--- src/rtl/core/lzcc_pkg.sv ---
// ----------------------------------------------------------------------------
// lzcc_pkg: shared types and constants of the context chain decoder
// Sizes, command codes and the command passed from front to back.
// ----------------------------------------------------------------------------
package lzcc_pkg;

	localparam int WINDOW_BYTES_DEF = 16384;
	localparam int HEAD_ENTRIES_DEF = 4096;
	localparam logic [7:0] TOKEN_BASE = 8'hF0;
	localparam int BYTE_W = 8;
	localparam int DATA_W = 32;
	localparam int COUNT_W = 3;
	localparam int STEPS_W = 4;
	localparam int BUF_DEPTH = 256;

	typedef enum logic [1:0] {
		CMD_LIT,
		CMD_COPY,
		CMD_END
	} cmd_kind_t;

	typedef struct packed {
		cmd_kind_t           kind;
		logic [BYTE_W-1:0]   value;
		logic [STEPS_W-1:0]  steps;
	} cmd_t;

endpackage

--- src/rtl/core/lzcc_cmd_fifo.sv ---
// ----------------------------------------------------------------------------
// lzcc_cmd_fifo: two-entry command queue
// Decouples the classifier from the execution engine.
// ----------------------------------------------------------------------------
module lzcc_cmd_fifo (
	input  logic           clk,
	input  logic           arst_n,
	input  logic           wr_valid,
	output logic           wr_ready,
	input  lzcc_pkg::cmd_t wr_cmd,
	output logic           rd_valid,
	input  logic           rd_ready,
	output lzcc_pkg::cmd_t rd_cmd
);

	lzcc_pkg::cmd_t slot_q [2];
	logic           wp_q;
	logic           rp_q;
	logic [1:0]     fill_q;
	logic           push;
	logic           pop;

	assign wr_ready = fill_q != 2'd2;
	assign rd_valid = fill_q != 2'd0;
	assign rd_cmd = slot_q[rp_q];
	assign push = wr_valid && wr_ready;
	assign pop = rd_valid && rd_ready;

	always_ff @(posedge clk) begin
		if (push) begin
			slot_q[wp_q] <= wr_cmd;
		end
	end

	always_ff @(posedge clk or negedge arst_n) begin
		if (!arst_n) begin
			wp_q <= 1'b0;
			rp_q <= 1'b0;
			fill_q <= '0;
		end else begin
			if (push) begin
				wp_q <= ~wp_q;
			end
			if (pop) begin
				rp_q <= ~rp_q;
			end
			if (push && !pop) begin
				fill_q <= fill_q + 2'd1;
			end else if (pop && !push) begin
				fill_q <= fill_q - 2'd1;
			end
		end
	end

endmodule

--- config.mk ---
export PLATFORM = sky130hd
export DESIGN_NAME = lzcc_cmd_fifo
export DESIGN_NICKNAME = d
export VERILOG_FILES = /design/src/rtl/core/lzcc_pkg.sv /design/src/rtl/core/lzcc_cmd_fifo.sv
export SDC_FILE = /design/constraint.sdc
export NUM_CORES = 1
export LEC_CHECK = 0
export BUFFER_PORTS_ARGS = -buffer_cell sky130_fd_sc_hd__buf_4
export CAP_MARGIN = 10
export CORE_MARGIN = 5
export CORE_UTILIZATION = 45
export CTS_CLUSTER_SIZE = 10
export DETAILED_ROUTE_END_ITERATION = 16
export PLACE_DENSITY = 0.69
export SLEW_MARGIN = 40
export SYNTH_ARGS = -nofsm -noshare
export SYNTH_HDL_FRONTEND = slang
export SYNTH_SLANG_ARGS = --single-unit
--- constraint.sdc ---
create_clock -name clk -period 3.5 [get_ports clk]
set_clock_uncertainty 0.2 [all_clocks]
set_input_delay 0.7 -clock clk [delete_from_list [all_inputs] [get_ports clk]]
set_output_delay 0.7 -clock clk [all_outputs]
set_load 0.03 [all_outputs]
==> metrics.txt, run 1 <==
routability cong. 0.5813; fin cells 134; GRT overflow 0; register area 940.9 µm²; worst path arrival time 1750 ps; final setup TNS 0 ps; root buf cell clkbuf_4; Gate Count Post-Synth 62; Netlist cell types 16; final setup vio count 0; synth warn 0; final wirelength 1991 µm; wire per inst 14.86 µm; Die X 63.13 µm; crit share post-route 0.7584; most common cell after layout, fill and taps aside buf_4; Peak Freq 0.3767 GHz; first-pass detailed-route iteration total 3; Clock Tree Buf Depth 2; sequential area share after synthesis 0.7409; Avg Inst Size Synth 20.48 µm²; commonest cells after routing, fill and taps aside 34 x buf_4, 28 x edfxtp_1, 9 x mux2_4; # rows 19; CTS-repair resized insts 0; critical path fanouts, max 15; Clock Latency Late Sink 320 ps; DRC viols 0; DRT iter0 DRCs 12; critical path data required time 2600 ps; die footprint 0.003985 mm²; fill count 224; antenna-violating nets left 0; Initial Util 0.4645; Antenna Cells 0; Max-slew headroom 0.4850; H-tree levels 2; vias in the first global route 683; Mapped Area 0.001270 mm²; area occupied by multi-input gates 294.0 µm²; Setup Buffers After CTS 0; top-level port count 34; area of the core 0.002734 mm²; CP Capture Type output pin; Final Critical Period 2654 ps; Slew Limit Fails 0; cts bufs inserted 5; Worst Tran Pin Value 772.5 ps; Vias 650; GRT Resource Usage Total 0.1105; Critical Path Start Type flop; RSZ-0062 raised after global routing no; DR vias/cell 4.851; Max IR drop VDD 0.5570 mV; initial antenna violation count 0; Cells after DPL 125; Synth Net Count 81; outcome completed; CTS tree built; Synth Register Bits 32; largest net degree at the start of global routing 16; leakage 0.6656 nW; final net count 121; layout cell share with drive strength beyond 1 0.5534; Final Cell Area 0.001618 mm²; dpl hpwl 1424 µm; total power 1.454 mW; Max-cap violations 0; dpl cell area 0.001533 mm²; Sink Count 32; hold crit path type reg -> reg; Syn-to-layout area delta 27.39%; I/O Buffers 33; first-pass GRT wire length 3305 µm; Final Hold Slack 308.4 ps; clk slew on worst S/H paths 90 ps; chip height 63.13 µm; Fin. Hold Viols 0; PwrDens 899.0 mW/mm²; worst setup path class reg -> out
==> Yosys cell counts <==
cell type,n,area (µm²)
buf_6,1,11.26
nand2_2,1,6.260
nor2_1,2,7.510
and3_1,1,6.260
inv_1,1,3.750
edfxtp_1,28,840.8
ha_1,1,12.51
buf_12,1,20.02
xnor2_1,3,26.28
nand2_1,1,3.750
mux2_2,5,56.30
xor2_1,2,17.52
or2_4,1,8.760
mux2_4,9,135.1
nand2b_4,1,13.76
dfrtp_1,4,100.1
==> worst max-delay path: stages, from the launching register on <==
cell	delay, ps
dfrtp_1	850
mux2_2	410
buf_4	170
==> routing by layer <==
metal,up-vias,wire (µm),global-route usage
li1,313,-,-
met1,309,801,0.1329
met2,24,1009,0.1744
met3,4,147,0.03908
met4,0,34,0.05570
met5,-,0,0
==> sequential cells by signal (all words and copies together), names as in the netlist <==
| name | count |
|---|---|
| wp_q | 1 |
| slot_q | 28 |
| rp_q | 1 |
| fill_q | 2 |
==> power breakdown <==
group	internal, mW	switching (mW)
clock network	0.146	0.114
logic	0.282	0.305
registers	0.528	0.0793
==> layout make-up <==
class	count	area share
clock buffer	5	0.02320
clock inverter	3	0.02320
inverter	1	0.002320
multi-input combinational	27	0.1817
sequential	32	0.5816
tap	31	0.02398
timing repair buffer	35	0.1640
==> path summary, 6_finish.rpt <==
kind,from,to,slack [ps],cells after the start
worst max-delay path,rp_q$_DFFE_PN0P_,rd_cmd[12],850,2
worst min-delay path,wp_q$_DFFE_PN0P_,wp_q$_DFFE_PN0P_,310,1
worst max register to register,fill_q[0]$_DFFE_PN0P_,slot_q[1][2]$_DFFE_PP_,1770,2
worst min register to register,wp_q$_DFFE_PN0P_,wp_q$_DFFE_PN0P_,310,1
max in group asynchronous,arst_n,rp_q$_DFFE_PN0P_,2500,2
min in group asynchronous,arst_n,wp_q$_DFFE_PN0P_,500,2
==> kinds of logic (layout without fill, tap and decap cells) <==
logic type               after synthesis  in the layout  synth area share
XOR/XNOR                               5              5           0.03449
adder cells (fa/ha/maj)                1              1          0.009851
flip-flops                            32             32            0.7409
AND/OR/NAND/NOR                        7              7           0.03646
multiplexers                          14             14            0.1507
buffers and inverters                  3             44           0.02758
==> through the flow <==
step | setup slack [ps] | utilization
6_report | 845.6 | 0.5918
5_1_grt | 749.7 | 0.5918
4_1_cts | 808.0 | 0.5918
3_5_place_dp | 1178 | 0.5606
3_3_place_gp | 1173 | 0.5606
2_1_floorplan | 1515 | -
==> repair_timing <==
action                                 4_1_cts  5_1_grt
endpoints found under the hold margin        4        0
hold buffers                                 1        0
setup endpoints to repair                    0        0
(Power assumes the default switching activity.)
==> run 2: changes to the inputs <==
--- a/config.mk
+++ b/config.mk
@@ -5,6 +5,7 @@
 export SDC_FILE = /design/constraint.sdc
 export NUM_CORES = 1
 export LEC_CHECK = 0
+export ABC_AREA = 1
 export BUFFER_PORTS_ARGS = -buffer_cell sky130_fd_sc_hd__buf_4
 export CAP_MARGIN = 10
 export CORE_MARGIN = 5
==> constraint.sdc (replaced) <==
create_clock -name clk -period 2.74 [get_ports clk]
set_clock_uncertainty 0.2 [all_clocks]
set_input_delay 0.548 -clock clk [delete_from_list [all_inputs] [get_ports clk]]
set_output_delay 0.548 -clock clk [all_outputs]
set_load 0.03 [all_outputs]
==> run 2 against run 1 <==
Against the previous run: core utilization grew 0.69 points; count of clock-buffer cells in the layout is 1 higher; combinational power rose by 41%; die area grew 0.83%; sequential share of layout area fell by 0.67 points; first-iteration DRC count grew 33%; non-clock buffer count up 1; critical path depth increased by 2; critical endpoint is now rd_cmd[6]; hold slack got worse by 110 ps; sequential power rose by 24%.
==> metrics.txt, run 2 <==
clk slew on worst S/H paths 100 ps; Max-slew headroom 0.5975; hold crit path type in -> reg; Final Critical Period 2287 ps; cts bufs inserted 5; CP Capture Type output pin; Initial Util 0.4691; Setup Buffers After CTS 0; outcome completed; vias in the first global route 843; Max-cap violations 0; Worst Tran Pin Value 603.8 ps; Sink Count 32; leakage 0.7408 nW; Adder-Cell Fraction of Synth Area 0.009756; mux contribution to synthesized area 0; final wirelength 2199 µm; Peak Freq 0.4372 GHz; Reg with most FFs slot_q; Post-synth ARST share 0.1250; ys flop type edfxtp_1; DRC viols 0; dpl cell area 0.001550 mm²; DRT iter0 DRCs 16; top-level port count 34; critical path data required time 1990 ps; area of the core 0.002734 mm²; Mapped Area 0.001282 mm²; Final Cell Area 0.001637 mm²; GRT overflow 0; GR Util met2 0.2069; Synth Register Bits 32; commonest cells after routing, fill and taps aside 48 x nand2_1, 35 x buf_4, 28 x edfxtp_1; Synth top area share 0.6556; routability cong. 0.7307; I/O Buffers 33; crit share post-route 0.8348; post-synthesis compound-gate area fraction 0; Avg Inst Size Synth 12.57 µm²; top post-synthesis cells by area edfxtp_1 66%, nand2_1 14%, dfrtp_1 7.8%; Die X 63.39 µm; final setup vio count 0; chip height 63.39 µm; Post-synth EDFFs 28; PwrDens 1179 mW/mm²; final setup TNS 0 ps; final net count 161; Vias 815; layout cell share with drive strength beyond 1 0.3497; first-pass GRT wire length 3663 µm; first-pass detailed-route iteration total 4; CTS tree built; synth warn 0; Netlist cell types 15; GRT Resource Usage Total 0.1242; root buf cell clkbuf_4; Hold Crit Depth 1; busiest grt layer met2; Synth Net Count 121; most common cell after layout, fill and taps aside nand2_1; Regs by FF count slot_q x28, fill_q x2; Max IR drop VDD 0.7827 mV; sequential area share after synthesis 0.7337; flip-flop count of the largest register after layout 28; Reg2Reg Depth 9; Slew Limit Fails 0; wire per inst 12.64 µm; CTS-repair resized insts 0; # rows 19; worst setup path class reg -> out; simple-gate area share of the yosys netlist 0.1863; critical path fanouts, max 16; Clock Latency Late Sink 330 ps; most common cell in the netlist nand2_1; initial antenna violation count 0; Syn-to-layout area delta 27.61%; Gate Count Post-Synth 102; RSZ-0062 raised after global routing no; most frequent cells after synthesis 48 x nand2_1, 28 x edfxtp_1, 4 x dfrtp_1, 4 x inv_1, 3 x buf_6; Fin. Hold Viols 0; Antenna Cells 0; worst path arrival time 1540 ps; Clock Tree Buf Depth 2; xor/xnor share of the synthesized area 0.01951; largest net degree at the start of global routing 17; dpl hpwl 1510 µm; DR vias/cell 4.684; largest family of logic cells by synthesized area simple AND/OR/NAND/NOR gates; H-tree levels 2; GR met3 Demand/Resource 0.04263; die footprint 0.004018 mm²; top cell type by total area after synthesis edfxtp_1; antenna-violating nets left 0; Critical Path Start Type flop; met1 usage 0.1225
==> run 2: timing repair <==
action / in CTS / in global routing
setup endpoints to repair: 0 / 0
hold buffers: 1 / 0
hold endpoints to repair: 4 / 0
==> run 2: final cells by class <==
class                           instances  area (µm²)
Clock buffer                            6       41.29
Sequential cell                        32       940.9
Fill cell                             212        1097
Multi-Input combinational cell         60       276.5
Clock inverter                          2       35.03
Timing Repair Buffer                   36       272.8
Inverter                                7       31.28
Tap cell                               31       38.79
==> run 2: cell families (layout without fill, tap and decap cells) <==
kind of cell | after synthesis | in the layout
AND/OR/NAND/NOR | 57 | 57
adder cells (fa/ha/maj) | 1 | 1
XOR/XNOR | 2 | 2
flip-flops | 32 | 32
buffers and inverters | 10 | 51
==> run 2: path summary, 6_finish.rpt <==
kind | startpoint | to | slack, ps
min reg2reg | fill_q[0]$_DFFE_PN0P_ | fill_q[0]$_DFFE_PN0P_ | 320
max reg2reg | fill_q[0]$_DFFE_PN0P_ | fill_q[1]$_DFFE_PN0P_ | 1150
min | wr_cmd[12] | slot_q[0][12]$_DFFE_PP_ | 200
max in group asynchronous | arst_n | fill_q[0]$_DFFE_PN0P_ | 1900
min in group asynchronous | arst_n | rp_q$_DFFE_PN0P_ | 340
max | rp_q$_DFFE_PN0P_ | rd_cmd[6] | 450
==> run 2: power by group <==
| group | switching (mW) | internal (mW) | leakage, nW |
|---|---|---|---|
| clock | 0.154 | 0.191 | 0.0422 |
| combinational | 0.540 | 0.291 | 0.391 |
| sequential | 0.0817 | 0.672 | 0.308 |
==> run 2: per-stage QoR <==
stage | util | setup WS [ps] | std cells | total power [mW] | hold slack, ps
after floorplan | - | 897.8 | 102 | 1.344 | 52.41
after global placement | 0.5670 | 841.5 | 165 | 1.588 | 147.3
after detailed placement | 0.5670 | 781.0 | 165 | 1.608 | 149.5
after CTS | 0.5986 | 393.0 | 174 | 1.960 | 178.1
after global routing | 0.5986 | 288.5 | 174 | 2.058 | 165.0
final | 0.5986 | 452.6 | 174 | 1.929 | 195.9
==> run 2: layer usage <==
layer / part of all wire / vias up
met2: 0.51 / 24
met3: 0.060 / 8
li1: - / 415
met5: 0 / -
met1: 0.40 / 368
met4: 0.036 / 0
==> run 2: critical path, stage by stage (launching register included) <==
cell	delay, ps
dfrtp_1	740
inv_6	140
nand2_1	100
nand2_1	60
buf_4	170
