File: src/rtl/core/lzcc_pkg.sv
// ----------------------------------------------------------------------------
// lzcc_pkg: shared types and constants of the context chain decoder
// Sizes, command codes and the command passed from front to back.
// ----------------------------------------------------------------------------
package lzcc_pkg;

	localparam int WINDOW_BYTES_DEF = 16384;
	localparam int HEAD_ENTRIES_DEF = 4096;
	localparam logic [7:0] TOKEN_BASE = 8'hF0;
	localparam int BYTE_W = 8;
	localparam int DATA_W = 32;
	localparam int COUNT_W = 3;
	localparam int STEPS_W = 4;
	localparam int BUF_DEPTH = 256;

	typedef enum logic [1:0] {
		CMD_LIT,
		CMD_COPY,
		CMD_END
	} cmd_kind_t;

	typedef struct packed {
		cmd_kind_t           kind;
		logic [BYTE_W-1:0]   value;
		logic [STEPS_W-1:0]  steps;
	} cmd_t;

endpackage

File: src/rtl/core/lzcc_in_if.sv
// ----------------------------------------------------------------------------
// lzcc_in_if: compressed byte channel
// Valid/ready channel that carries one compressed byte per transfer.
// ----------------------------------------------------------------------------
interface lzcc_in_if;
	logic                          valid;
	logic                          ready;
	logic [lzcc_pkg::BYTE_W-1:0]   in_byte;

	modport source (output valid, output in_byte, input ready);
	modport sink (input valid, input in_byte, output ready);
endinterface

File: src/rtl/core/lzcc_front.sv
// ----------------------------------------------------------------------------
// lzcc_front: token classifier
// Accepts compressed bytes and turns them into literal, copy and end commands.
// ----------------------------------------------------------------------------
module lzcc_front (
	input  logic           clk,
	input  logic           arst_n,
	input  logic           cleared,
	lzcc_in_if.sink        in_ch,
	output logic           cmd_valid,
	input  logic           cmd_ready,
	output lzcc_pkg::cmd_t cmd
);

	logic                           pending_q;
	logic [lzcc_pkg::STEPS_W-1:0]   steps_q;
	logic                           take;
	logic [lzcc_pkg::BYTE_W-1:0]    b;

	assign b = in_ch.in_byte;
	assign in_ch.ready = cleared && cmd_ready;
	assign take = in_ch.valid && in_ch.ready;

	always_comb begin
		cmd.steps = steps_q;
		cmd.value = b;
		cmd.kind = lzcc_pkg::CMD_LIT;
		cmd_valid = 1'b0;
		if (pending_q) begin
			cmd_valid = in_ch.valid && cleared;
			if (b == '0) begin
				cmd.value = lzcc_pkg::TOKEN_BASE | {4'h0, steps_q};
			end else begin
				cmd.kind = lzcc_pkg::CMD_COPY;
			end
		end else if (b < lzcc_pkg::TOKEN_BASE) begin
			cmd_valid = in_ch.valid && cleared;
			if (b == '0) begin
				cmd.kind = lzcc_pkg::CMD_END;
			end
		end
	end

	always_ff @(posedge clk or negedge arst_n) begin
		if (!arst_n) begin
			pending_q <= 1'b0;
			steps_q <= '0;
		end else if (take) begin
			if (pending_q) begin
				pending_q <= 1'b0;
			end else if (b >= lzcc_pkg::TOKEN_BASE) begin
				pending_q <= 1'b1;
				steps_q <= b[lzcc_pkg::STEPS_W-1:0];
			end
		end
	end

endmodule

File: src/flat_wrapper.sv
// flat-port wrapper written by rule: the top's interface ports become plain ports
module lzcc_front_flat 
  (clk, arst_n, cleared, cmd_valid, cmd_ready, cmd, in_ch_valid, in_ch_in_byte, in_ch_ready);
  lzcc_in_if in_ch_i ();
  input  logic clk;
  input  logic arst_n;
  input  logic cleared;
  output logic cmd_valid;
  input  logic cmd_ready;
  output lzcc_pkg::cmd_t cmd;
  input wire logic [$bits(in_ch_i.valid)-1:0] in_ch_valid;
  input wire logic [$bits(in_ch_i.in_byte)-1:0] in_ch_in_byte;
  output wire logic [$bits(in_ch_i.ready)-1:0] in_ch_ready;
  assign in_ch_i.valid = in_ch_valid;
  assign in_ch_i.in_byte = in_ch_in_byte;
  assign in_ch_ready = in_ch_i.ready;
  lzcc_front u_core (.clk(clk), .arst_n(arst_n), .cleared(cleared), .in_ch(in_ch_i), .cmd_valid(cmd_valid), .cmd_ready(cmd_ready), .cmd(cmd));
endmodule
File: config.mk
export PLATFORM = sky130hd
export DESIGN_NAME = lzcc_front_flat
export DESIGN_NICKNAME = d
export VERILOG_FILES = /design/src/rtl/core/lzcc_pkg.sv /design/src/rtl/core/lzcc_in_if.sv /design/src/rtl/core/lzcc_front.sv /design/src/flat_wrapper.sv
export SDC_FILE = /design/constraint.sdc
export NUM_CORES = 1
export LEC_CHECK = 0
export BUFFER_PORTS_ARGS = -buffer_cell sky130_fd_sc_hd__buf_2
export CORE_AREA = 2 2 39 41
export CTS_BUF_LIST = sky130_fd_sc_hd__clkbuf_4
export DETAILED_ROUTE_END_ITERATION = 7
export DIE_AREA = 0 0 41 43
export GPL_TIMING_DRIVEN = 1
export PLACE_DENSITY_LB_ADDON = 0.15
export SLEW_MARGIN = 5
export SYNTH_ARGS = -nofsm -noshare
export SYNTH_HDL_FRONTEND = slang
export SYNTH_SLANG_ARGS = --single-unit
File: constraint.sdc
create_clock -name clk -period 1.52 [get_ports clk]
set_input_delay 0.152 -clock clk [delete_from_list [all_inputs] [get_ports clk]]
set_output_delay 0.152 -clock clk [all_outputs]
set_load 0.05 [all_outputs]
==> results.py, run 1 <==
metrics = {
    "run_status": {
        "outcome": "finished, final reports clean",
    },
    "critical_path": {
        "start_kind": "flop",
        "crit_type": "flop to primary output",
        "critPathRequiredTime_ns": 1.37,
        "crit_chain": "buf_6 > o311a_2 > buf_8",
        "cpMaxStageDelayCell": "o311a_2",
        "rr_worst_depth": 2,
        "cp_slowest_stage_delay_ns": 0.40,
        "timing.rr.start": "u_core.pending_q$_DFFE_PN0P_",
        "worstPathArrival_ns": 1.32,
        "rrSetupSlack_ns": 0.09,
        "r2r_end": "u_core.steps_q[3]$_DFFE_PN0P_",
        "end_kind": "primary output",
        "worstPathMaxFanout": 5,
    },
    "floorplanning": {
        "ios": 29,
        "coreArea_sq_mm": 0.001384,
        "placementRows": 14,
        "die_x_um": 41,
        "initial_core_util_pct": 24.41,
        "die_area_sq_mm": 0.001763,
        "die_h_um": 43,
    },
    "layout": {
        "syn_to_final_growth_pct": 84.44,
        "nets": 83,
        "fin_util_pct": 45.03,
        "fillers": 141,
        "layout_commonest_cell": "buf_2",
        "final_cells": 85,
        "multi_input_area_sq_um": 219.0,
        "drive_gt1_share_pct": 65.22,
        "register_area_sq_um": 125.1,
        "final_area_sq_um": 623.1,
        "layout_common_cells": "buf_2, clkbuf_4, nand2_1, buf_6, dfrtp_1",
        "antenna_cells": 0,
    },
    "sta": {
        "finalHoldViolations": 0,
        "period_needed_ns": 1.474,
        "final.setup.tns_ns": 0,
        "slew_headroom_pct": 82.51,
        "fin_crit_sh_pct": 96.96,
        "finalClockSkew_ns": 0.0009494,
        "worst_pin_slew_ns": 0.2602,
        "setup_viol": 0,
        "clock.fmax_mhz": 678.5,
        "report.final.slew_viol_count": 0,
        "whs_ns": 0.1864,
        "grt_setup_unrepaired": "no",
        "setup_ws_ns": 0.04617,
    },
    "clocking": {
        "clockBufferDepth": 2,
        "cts_tree": "yes",
        "cts_sinks": 5,
        "cts_buffers": 3,
        "cts_root_buffer": "clkbuf_4",
        "htree_levels": 1,
        "path_clk_slew_ns": 0.04,
        "clock_latency_ns": 0.24,
    },
    "placement": {
        "postPlaceCellArea_sq_um": 509.2,
        "post-place-cells": 79,
        "dpl.hpwl_um": 719.8,
        "place.gp.congestion": 0.6034,
        "portBuffers": 28,
        "pre_cts_ws_ns": 0.06724,
    },
    "grt": {
        "gr-usage-all-layers_pct": 11.59,
        "overflow": 0,
        "grt_max_degree": 7,
        "grt_pass1_wl_um": 1317,
        "antenna_found_initial": 0,
        "grt_pass1_vias": 342,
    },
    "routing": {
        "vias": 371,
        "wl_per_cell_um": 10.32,
        "dr.pass1.iters": 2,
        "drc_errors": 0,
        "drtIter0Drc": 2,
        "antenna_left": 0,
        "drt_wl_total_um": 877,
        "routed_via_density": 4.365,
    },
    "power": {
        "vdd_drop_max_mv": 0.3272,
        "powerDensity_mw_per_mm2": 898.4,
        "p_total_mw": 0.5598,
        "p_leak_nw": 0.3615,
    },
    "logic_synthesis": {
        "syn_avg_cell_area_sq_um": 10.24,
        "yosys_warnings": 0,
        "syn_area_sq_um": 337.8,
        "synth.distinct_cells": 13,
        "synth-seq-cells": 5,
        "yosysSeqAreaShare_pct": 37.04,
        "postSynthCellCount": 33,
        "syn-num-nets": 46,
    },
    "min_path": {
        "min_to": "u_core.steps_q[1]$_DFFE_PN0P_",
        "hp-start": "in_ch_in_byte[1]",
        "hold_class": "input port to flop",
        "holdPathStages": 2,
    },
    "job": {
        "cap_violations": 0,
    },
}
==> worst max-delay path: cells and delay by family, from the launching register on <==
| kind | cells | cell delay (ns) |
|---|---|---|
| compound gates | 1 | 0.40 |
| buf+inv | 2 | 0.29 |
| flops | 1 | 0.39 |
==> cells in the mapped netlist, drive strengths merged <==
cell type,number,share of area (%)
o311a,1,3.3
nand3,2,3.0
mux2,4,18
dfrtp,5,37
nor4,2,3.7
and2,2,3.7
and3,1,1.9
nand2,5,5.6
nand2b,4,7.4
buf,1,3.3
nor2,1,1.1
or4,1,3.3
a21o,4,8.9
==> cells by family (layout without fill, tap and decap cells) <==
logic type	Yosys count	count (layout)	synth area share [%]
multiplexers	4	4	17.78
buffers and inverters	1	37	3.333
AND/OR/NAND/NOR	18	18	29.63
AO/OA/AOI/OAI	5	5	12.22
flip-flops	5	5	37.04
==> worst max-delay path by stage <==
stage / endpoint / start / slack [ns]
2_1_floorplan: u_core.steps_q[0]$_DFFE_PN0P_ / u_core.pending_q$_DFFE_PN0P_ / 0.04
3_3_place_gp: cmd[6] / in_ch_in_byte[3] / 0.06
3_5_place_dp: cmd[6] / in_ch_in_byte[4] / 0.07
4_1_cts: cmd[5] / u_core.pending_q$_DFFE_PN0P_ / 0.004
5_1_grt: cmd_valid / u_core.pending_q$_DFFE_PN0P_ / 0.0007
6_report: cmd_valid / u_core.pending_q$_DFFE_PN0P_ / 0.05
==> what timing repair did <==
item / 4_1_cts / 5_1_grt
hold buffers: 1 / 0
endpoints found under the hold margin: 5 / 0
pin swaps: 0 / 0
resized for setup: 2 / 21
setup endpoints to repair: 2 / 9
buffers inserted: 0 / 1
==> routing by layer <==
metal	track usage (%)	up-vias	wire (um)
met5	0	-	0
met4	12.00	0	0
met3	3.141	0	79
met2	16.25	18	436
met1	12.70	161	361
li1	-	192	-
==> cell type report <==
cell class | instances | area share, %
Multi-Input combinational cell | 27 | 35.14
Clock buffer | 4 | 4.819
Sequential cell | 5 | 20.08
Tap cell | 16 | 3.213
Timing Repair Buffer | 33 | 36.75
==> where the power goes <==
group | switching [mW] | total (mW) | internal [mW] | leakage [nW]
Combinational | 0.147 | 0.227 | 0.0804 | 0.276
Clock | 0.0540 | 0.171 | 0.117 | 0.0184
Sequential | 0.0120 | 0.161 | 0.149 | 0.0669
Total | 0.213 | 0.560 | 0.347 | 0.362
==> registers in the layout (all words and copies together) (netlist names) <==
signal	count
u_core.pending_q	1
u_core.steps_q	4
Power figures use the tool's default switching activity.
==> inputs of run 2 (changes only) <==
--- a/config.mk
+++ b/config.mk
@@ -5,11 +5,11 @@
 export SDC_FILE = /design/constraint.sdc
 export NUM_CORES = 1
 export LEC_CHECK = 0
-export BUFFER_PORTS_ARGS = -buffer_cell sky130_fd_sc_hd__buf_2
 export CORE_AREA = 2 2 39 41
 export CTS_BUF_LIST = sky130_fd_sc_hd__clkbuf_4
 export DETAILED_ROUTE_END_ITERATION = 7
 export DIE_AREA = 0 0 41 43
+export DONT_BUFFER_PORTS = 1
 export GPL_TIMING_DRIVEN = 1
 export PLACE_DENSITY_LB_ADDON = 0.15
 export SLEW_MARGIN = 5
==> run 2 against run 1 <==
Compared with the run above: clock skew decreased by 0.00064 ns; worst setup slack improved by 0.030 ns; via count decreased by 10%; clock power increased by 4%; power decreased by 0.53%; final area decreased by 11%; critical path type unchanged; final cell count decreased by 20%; highest routed layer unchanged; combinational power decreased by 5%; register-to-register slack improved by 0.03 ns; utilization decreased by 5.0 points; non-clock buffer count decreased by 17.
==> results.py, run 2 (same netlist as run 1, synthesis figures left out) <==
metrics = {
    "routing": {
        "vias": 333,
        "antenna_left": 0,
        "drc_errors": 0,
        "dr.pass1.iters": 3,
        "wl_per_cell_um": 14.29,
        "drt_wl_total_um": 972,
        "drtIter0Drc": 8,
        "routed_via_density": 4.897,
    },
    "layout": {
        "fin_util_pct": 40.05,
        "reg_top3": "u_core.steps_q: 4 flops, u_core.pending_q: 1 flops",
        "regMostFlops": "u_core.steps_q",
        "layout_common_cells": "buf_4, nand2_1, dfrtp_1",
        "final_area_sq_um": 554.3,
        "drive_gt1_share_pct": 50.00,
        "final_cells": 68,
        "largest_reg_flops": 4,
        "layout_commonest_cell": "buf_4",
        "nets": 66,
        "antenna_cells": 0,
        "syn_to_final_growth_pct": 64.07,
    },
    "power": {
        "swShare_pct": 37.88,
        "p_clk_share_pct": 31.8,
        "powerDensity_mw_per_mm2": 1005,
        "p_switching_mw": 0.2109,
        "p_total_mw": 0.5568,
        "p_seq_share_pct": 29.4,
        "vdd_drop_max_mv": 0.2865,
        "p_int_mw": 0.3459,
        "p_leak_nw": 0.2993,
        "combPwrFrac_pct": 38.8,
    },
    "sta": {
        "grt_setup_unrepaired": "no",
        "finalHoldViolations": 0,
        "final.setup.tns_ns": 0,
        "finalClockSkew_ns": 0.0003113,
        "slew_headroom_pct": 66.80,
        "fin_crit_sh_pct": 94.96,
        "clock.fmax_mhz": 692.8,
        "whs_ns": 0.05719,
        "report.final.slew_viol_count": 0,
        "period_needed_ns": 1.443,
        "setup_ws_ns": 0.07658,
        "worst_pin_slew_ns": 0.5015,
        "setup_viol": 0,
    },
    "grt": {
        "gr-usage-all-layers_pct": 13.08,
        "antenna_found_initial": 0,
        "grt_max_degree": 7,
        "grt_pass1_wl_um": 1455,
        "grt_pass1_vias": 363,
        "overflow": 0,
    },
    "critical_path": {
        "critPathRequiredTime_ns": 1.37,
        "end_kind": "primary output",
        "cpMaxStageDelayCell": "o311a_2",
        "crit_buf_inv": 1,
        "worstPathMaxFanout": 6,
        "r2r_end": "u_core.steps_q[3]$_DFFE_PN0P_",
        "rrSetupSlack_ns": 0.12,
        "rr_worst_depth": 2,
        "crit_chain": "buf_4 > o311a_2",
        "worstPathArrival_ns": 1.29,
        "crit_type": "flop to primary output",
        "critical_path.top_delay_family": "compound AO/OA/AOI/OAI gates",
        "timing.rr.start": "u_core.pending_q$_DFFE_PN0P_",
        "start_kind": "flop",
        "cp_slowest_stage_delay_ns": 0.52,
    },
    "min_path": {
        "min_to": "u_core.steps_q[0]$_DFFE_PN0P_",
        "hp-start": "in_ch_in_byte[0]",
        "hold_class": "input port to flop",
        "holdPathStages": 1,
    },
    "clocking": {
        "path_clk_slew_ns": 0.05,
        "cts_buffers": 3,
        "clock_latency_ns": 0.24,
        "post_cts_buffers": 0,
        "htree_levels": 1,
        "clockBufferDepth": 2,
        "cts_sinks": 5,
        "cts_tree": "yes",
        "cts_root_buffer": "clkbuf_4",
    },
    "placement": {
        "place.gp.congestion": 0.6310,
        "dpl.hpwl_um": 802,
        "pre_cts_ws_ns": 0.1173,
        "postPlaceCellArea_sq_um": 509.2,
        "post-place-cells": 63,
        "portBuffers": 0,
    },
    "floorplanning": {
        "placementRows": 14,
        "initial_core_util_pct": 24.41,
        "ios": 29,
        "die_h_um": 43,
        "coreArea_sq_mm": 0.001384,
        "die_x_um": 41,
        "die_area_sq_mm": 0.001763,
    },
    "run_status": {
        "outcome": "finished, final reports clean",
    },
    "job": {
        "cap_violations": 0,
    },
}
==> run 2: routing by layer <==
layer / vias to the layer above / GRT usage (%) / wire [um]
li1: 155 / - / -
met1: 158 / 12.30 / 328
met2: 20 / 19.69 / 545
met3: 0 / 5.759 / 98
met4: 0 / 12.00 / 0
met5: - / 0 / 0
==> run 2: worst max path at each step <==
stage | startpoint | endpoint | slack [ns] | cells past startpoint
after floorplan | u_core.pending_q$_DFFE_PN0P_ | u_core.steps_q[0]$_DFFE_PN0P_ | 0.04 | 3
after global placement | u_core.pending_q$_DFFE_PN0P_ | u_core.steps_q[2]$_DFFE_PN0P_ | 0.15 | 2
after detailed placement | u_core.pending_q$_DFFE_PN0P_ | u_core.steps_q[3]$_DFFE_PN0P_ | 0.12 | 2
after CTS | u_core.pending_q$_DFFE_PN0P_ | cmd[6] | 0.02 | 4
after global routing | u_core.pending_q$_DFFE_PN0P_ | cmd_valid | 0.03 | 2
final | u_core.pending_q$_DFFE_PN0P_ | cmd_valid | 0.08 | 2
==> run 2: power by group through the flow <==
stage          sequential (mW)  combinational, mW  clock (mW)
3_3_place_gp             0.165              0.211           0
6_report                 0.163              0.216       0.177
2_1_floorplan            0.213             0.0952           0
3_5_place_dp             0.166              0.213           0
5_1_grt                  0.165              0.224       0.192
4_1_cts                  0.164              0.218       0.183
==> run 2: layout make-up <==
cell class / instances / area [sq um]
multi-input combinational: 27 / 206.4
fill: 148 / 829.5
tap: 16 / 20.02
clock buffer: 4 / 30.03
sequential: 5 / 125.1
timing repair buffer: 16 / 172.7
==> run 2: timing repair <==
action	CTS	global route
hold buffers	1	0
setup endpoints to repair	0	4
resized for setup	0	2
endpoints found under the hold margin	5	0
==> run 2: worst register-to-register path, stage by stage (launching register included) <==
cell and delay [ns]:
dfrtp_1 0.37, or4_4 0.59, mux2_4 0.32
==> inputs of run 3 (changes only) <==
--- a/config.mk
+++ b/config.mk
@@ -5,6 +5,7 @@
 export SDC_FILE = /design/constraint.sdc
 export NUM_CORES = 1
 export LEC_CHECK = 0
+export CAP_MARGIN = 40
 export CORE_AREA = 2 2 39 41
 export CTS_BUF_LIST = sky130_fd_sc_hd__clkbuf_4
 export DETAILED_ROUTE_END_ITERATION = 7
==> constraint.sdc (replaced) <==
create_clock -name clk -period 1.52 [get_ports clk]
set_input_delay 0.456 -clock clk [delete_from_list [all_inputs] [get_ports clk]]
set_output_delay 0.456 -clock clk [all_outputs]
set_load 0.05 [all_outputs]
==> run 3 against run 2 <==
Compared with the run above: the flow now finishes with violations (negative setup slack); clock power is 8% lower; final area is 13% higher; power is 3.5% lower; critical path depth is 1 higher; count of clock-buffer cells in the layout stayed put; utilization is 5.2 points higher; via count is 1.8% lower.
==> results.py, run 3 (same netlist as run 1, synthesis figures left out) <==
metrics = {
    "placement": {
        "place.gp.congestion": 0.6415,
        "dpl.hpwl_um": 819.6,
        "portBuffers": 0,
    },
    "clocking": {
        "clock_latency_ns": 0.23,
        "path_clk_slew_ns": 0.04,
        "htree_levels": 1,
        "cts_root_buffer": "clkbuf_4",
        "clockBufferDepth": 2,
        "cts_buffers": 3,
        "cts_sinks": 5,
        "cts_tree": "yes",
    },
    "critical_path": {
        "worstPathArrival_ns": 1.27,
        "start_kind": "input port",
        "critPathRequiredTime_ns": 1.06,
        "crit_type": "input port to primary output",
        "worstPathMaxFanout": 4,
        "end_kind": "primary output",
    },
    "grt": {
        "grt_pass1_vias": 340,
        "use_met3_pct": 2.618,
        "met2_usage_pct": 19.69,
        "grt_max_degree": 6,
        "grt.busiest_layer": "met2",
        "gr-usage-all-layers_pct": 11.24,
        "grt_pass1_wl_um": 1304,
        "use_met1_pct": 10.29,
        "antenna_found_initial": 0,
        "overflow": 0,
    },
    "layout": {
        "fillers": 130,
        "syn_to_final_growth_pct": 85.19,
        "largest_reg_flops": 4,
        "drive_gt1_share_pct": 79.17,
        "fin_util_pct": 45.21,
        "antenna_cells": 0,
        "reg_top3": "u_core.steps_q: 4 flops, u_core.pending_q: 1 flops",
        "layout_commonest_cell": "buf_4",
        "nets": 62,
        "regMostFlops": "u_core.steps_q",
    },
    "sta": {
        "finalHoldViolations": 0,
        "clock.fmax_mhz": 578.9,
        "fin_crit_sh_pct": 113.6,
        "worst_pin_slew_ns": 0.2711,
        "setup_viol": 11,
        "report.final.slew_viol_count": 0,
        "finalClockSkew_ns": 0.0003134,
        "grt_setup_unrepaired": "yes",
        "setup_ws_ns": -0.2073,
        "period_needed_ns": 1.727,
        "slew_headroom_pct": 81.79,
        "whs_ns": 0.3750,
    },
    "floorplanning": {
        "coreArea_sq_mm": 0.001384,
        "die_x_um": 41,
        "ios": 29,
        "die_area_sq_mm": 0.001763,
        "die_h_um": 43,
        "placementRows": 14,
        "initial_core_util_pct": 24.41,
    },
    "routing": {
        "drtIter0Drc": 1,
        "drt_wl_total_um": 978,
        "antenna_left": 0,
        "drc_errors": 0,
        "routed_via_density": 5.109,
        "vias": 327,
        "wl_per_cell_um": 15.28,
        "dr.pass1.iters": 2,
    },
    "run_status": {
        "violations": "negative setup slack",
        "outcome": "finished, violations left",
    },
    "power": {
        "powerDensity_mw_per_mm2": 858.8,
        "p_leak_nw": 0.3152,
        "vdd_drop_max_mv": 0.2328,
        "p_total_mw": 0.5373,
    },
    "job": {
        "cap_violations": 0,
    },
    "min_path": {
        "hold_class": "input port to flop",
    },
}
-- run 3: what timing repair did --
action                                 CTS  global route
buffers inserted                         1             3
pin swaps                                3             7
gates resized for setup                  3             2
setup endpoints to repair               11            12
endpoints found under the hold margin    5             0
hold buffers                             1             0
-- run 3: critical path, stage by stage --
cell	delay (ns)
nor4_4	0.31
and3_4	0.29
a21o_4	0.21
-- run 3: final cells by class --
class / instances / area (sq um) / share of cell area [%]
flip-flops and latches: 5 / 126.4 / 20.20
repair buffers: 12 / 105.1 / 16.80
well taps: 16 / 20.02 / 3.200
multi-input cells: 27 / 344.1 / 55.00
clock buffers: 4 / 30.03 / 4.800
-- run 3: metrics by stage --
stage,instances,instance area [sq um],worst slack [ns],TNS [ns]
finish,64,625.6,-0.2073,-1.939
global route,64,625.6,-0.2547,-2.473
CTS,61,590.6,-0.2572,-2.437
detailed placement,55,529.3,-0.2498,-2.351
global placement,55,529.3,-0.2447,-2.259
floorplan,33,455.4,-0.1635,-1.597
-- run 3: metal layers --
metal	share of wire, %	vias to the layer above	wire length (um)
met3	12	0	115
met4	0	0	0
met5	0	-	0
met1	31	156	308
li1	-	148	-
met2	57	23	555
-- run 3: where the power goes --
part	total, mW	internal [mW]	switching (mW)
clock	0.162	0.116	0.0451
combinational	0.213	0.0747	0.139
sequential	0.162	0.150	0.0127
total	0.537	0.341	0.196
-- run 3: final timing paths --
path | depth (start not counted) | endpoint | slack [ns] | from
max reg2reg | 2 | u_core.steps_q[3]$_DFFE_PN0P_ | 0.04 | u_core.pending_q$_DFFE_PN0P_
min in group asynchronous | 1 | u_core.steps_q[0]$_DFFE_PN0P_ | 0.53 | arst_n
min reg2reg | 3 | u_core.pending_q$_DFFE_PN0P_ | 0.68 | u_core.pending_q$_DFFE_PN0P_
max | 3 | cmd[6] | -0.21 | in_ch_in_byte[0]
min | 1 | u_core.steps_q[1]$_DFFE_PN0P_ | 0.38 | in_ch_in_byte[1]
max in group asynchronous | 1 | u_core.pending_q$_DFFE_PN0P_ | 0.78 | arst_n
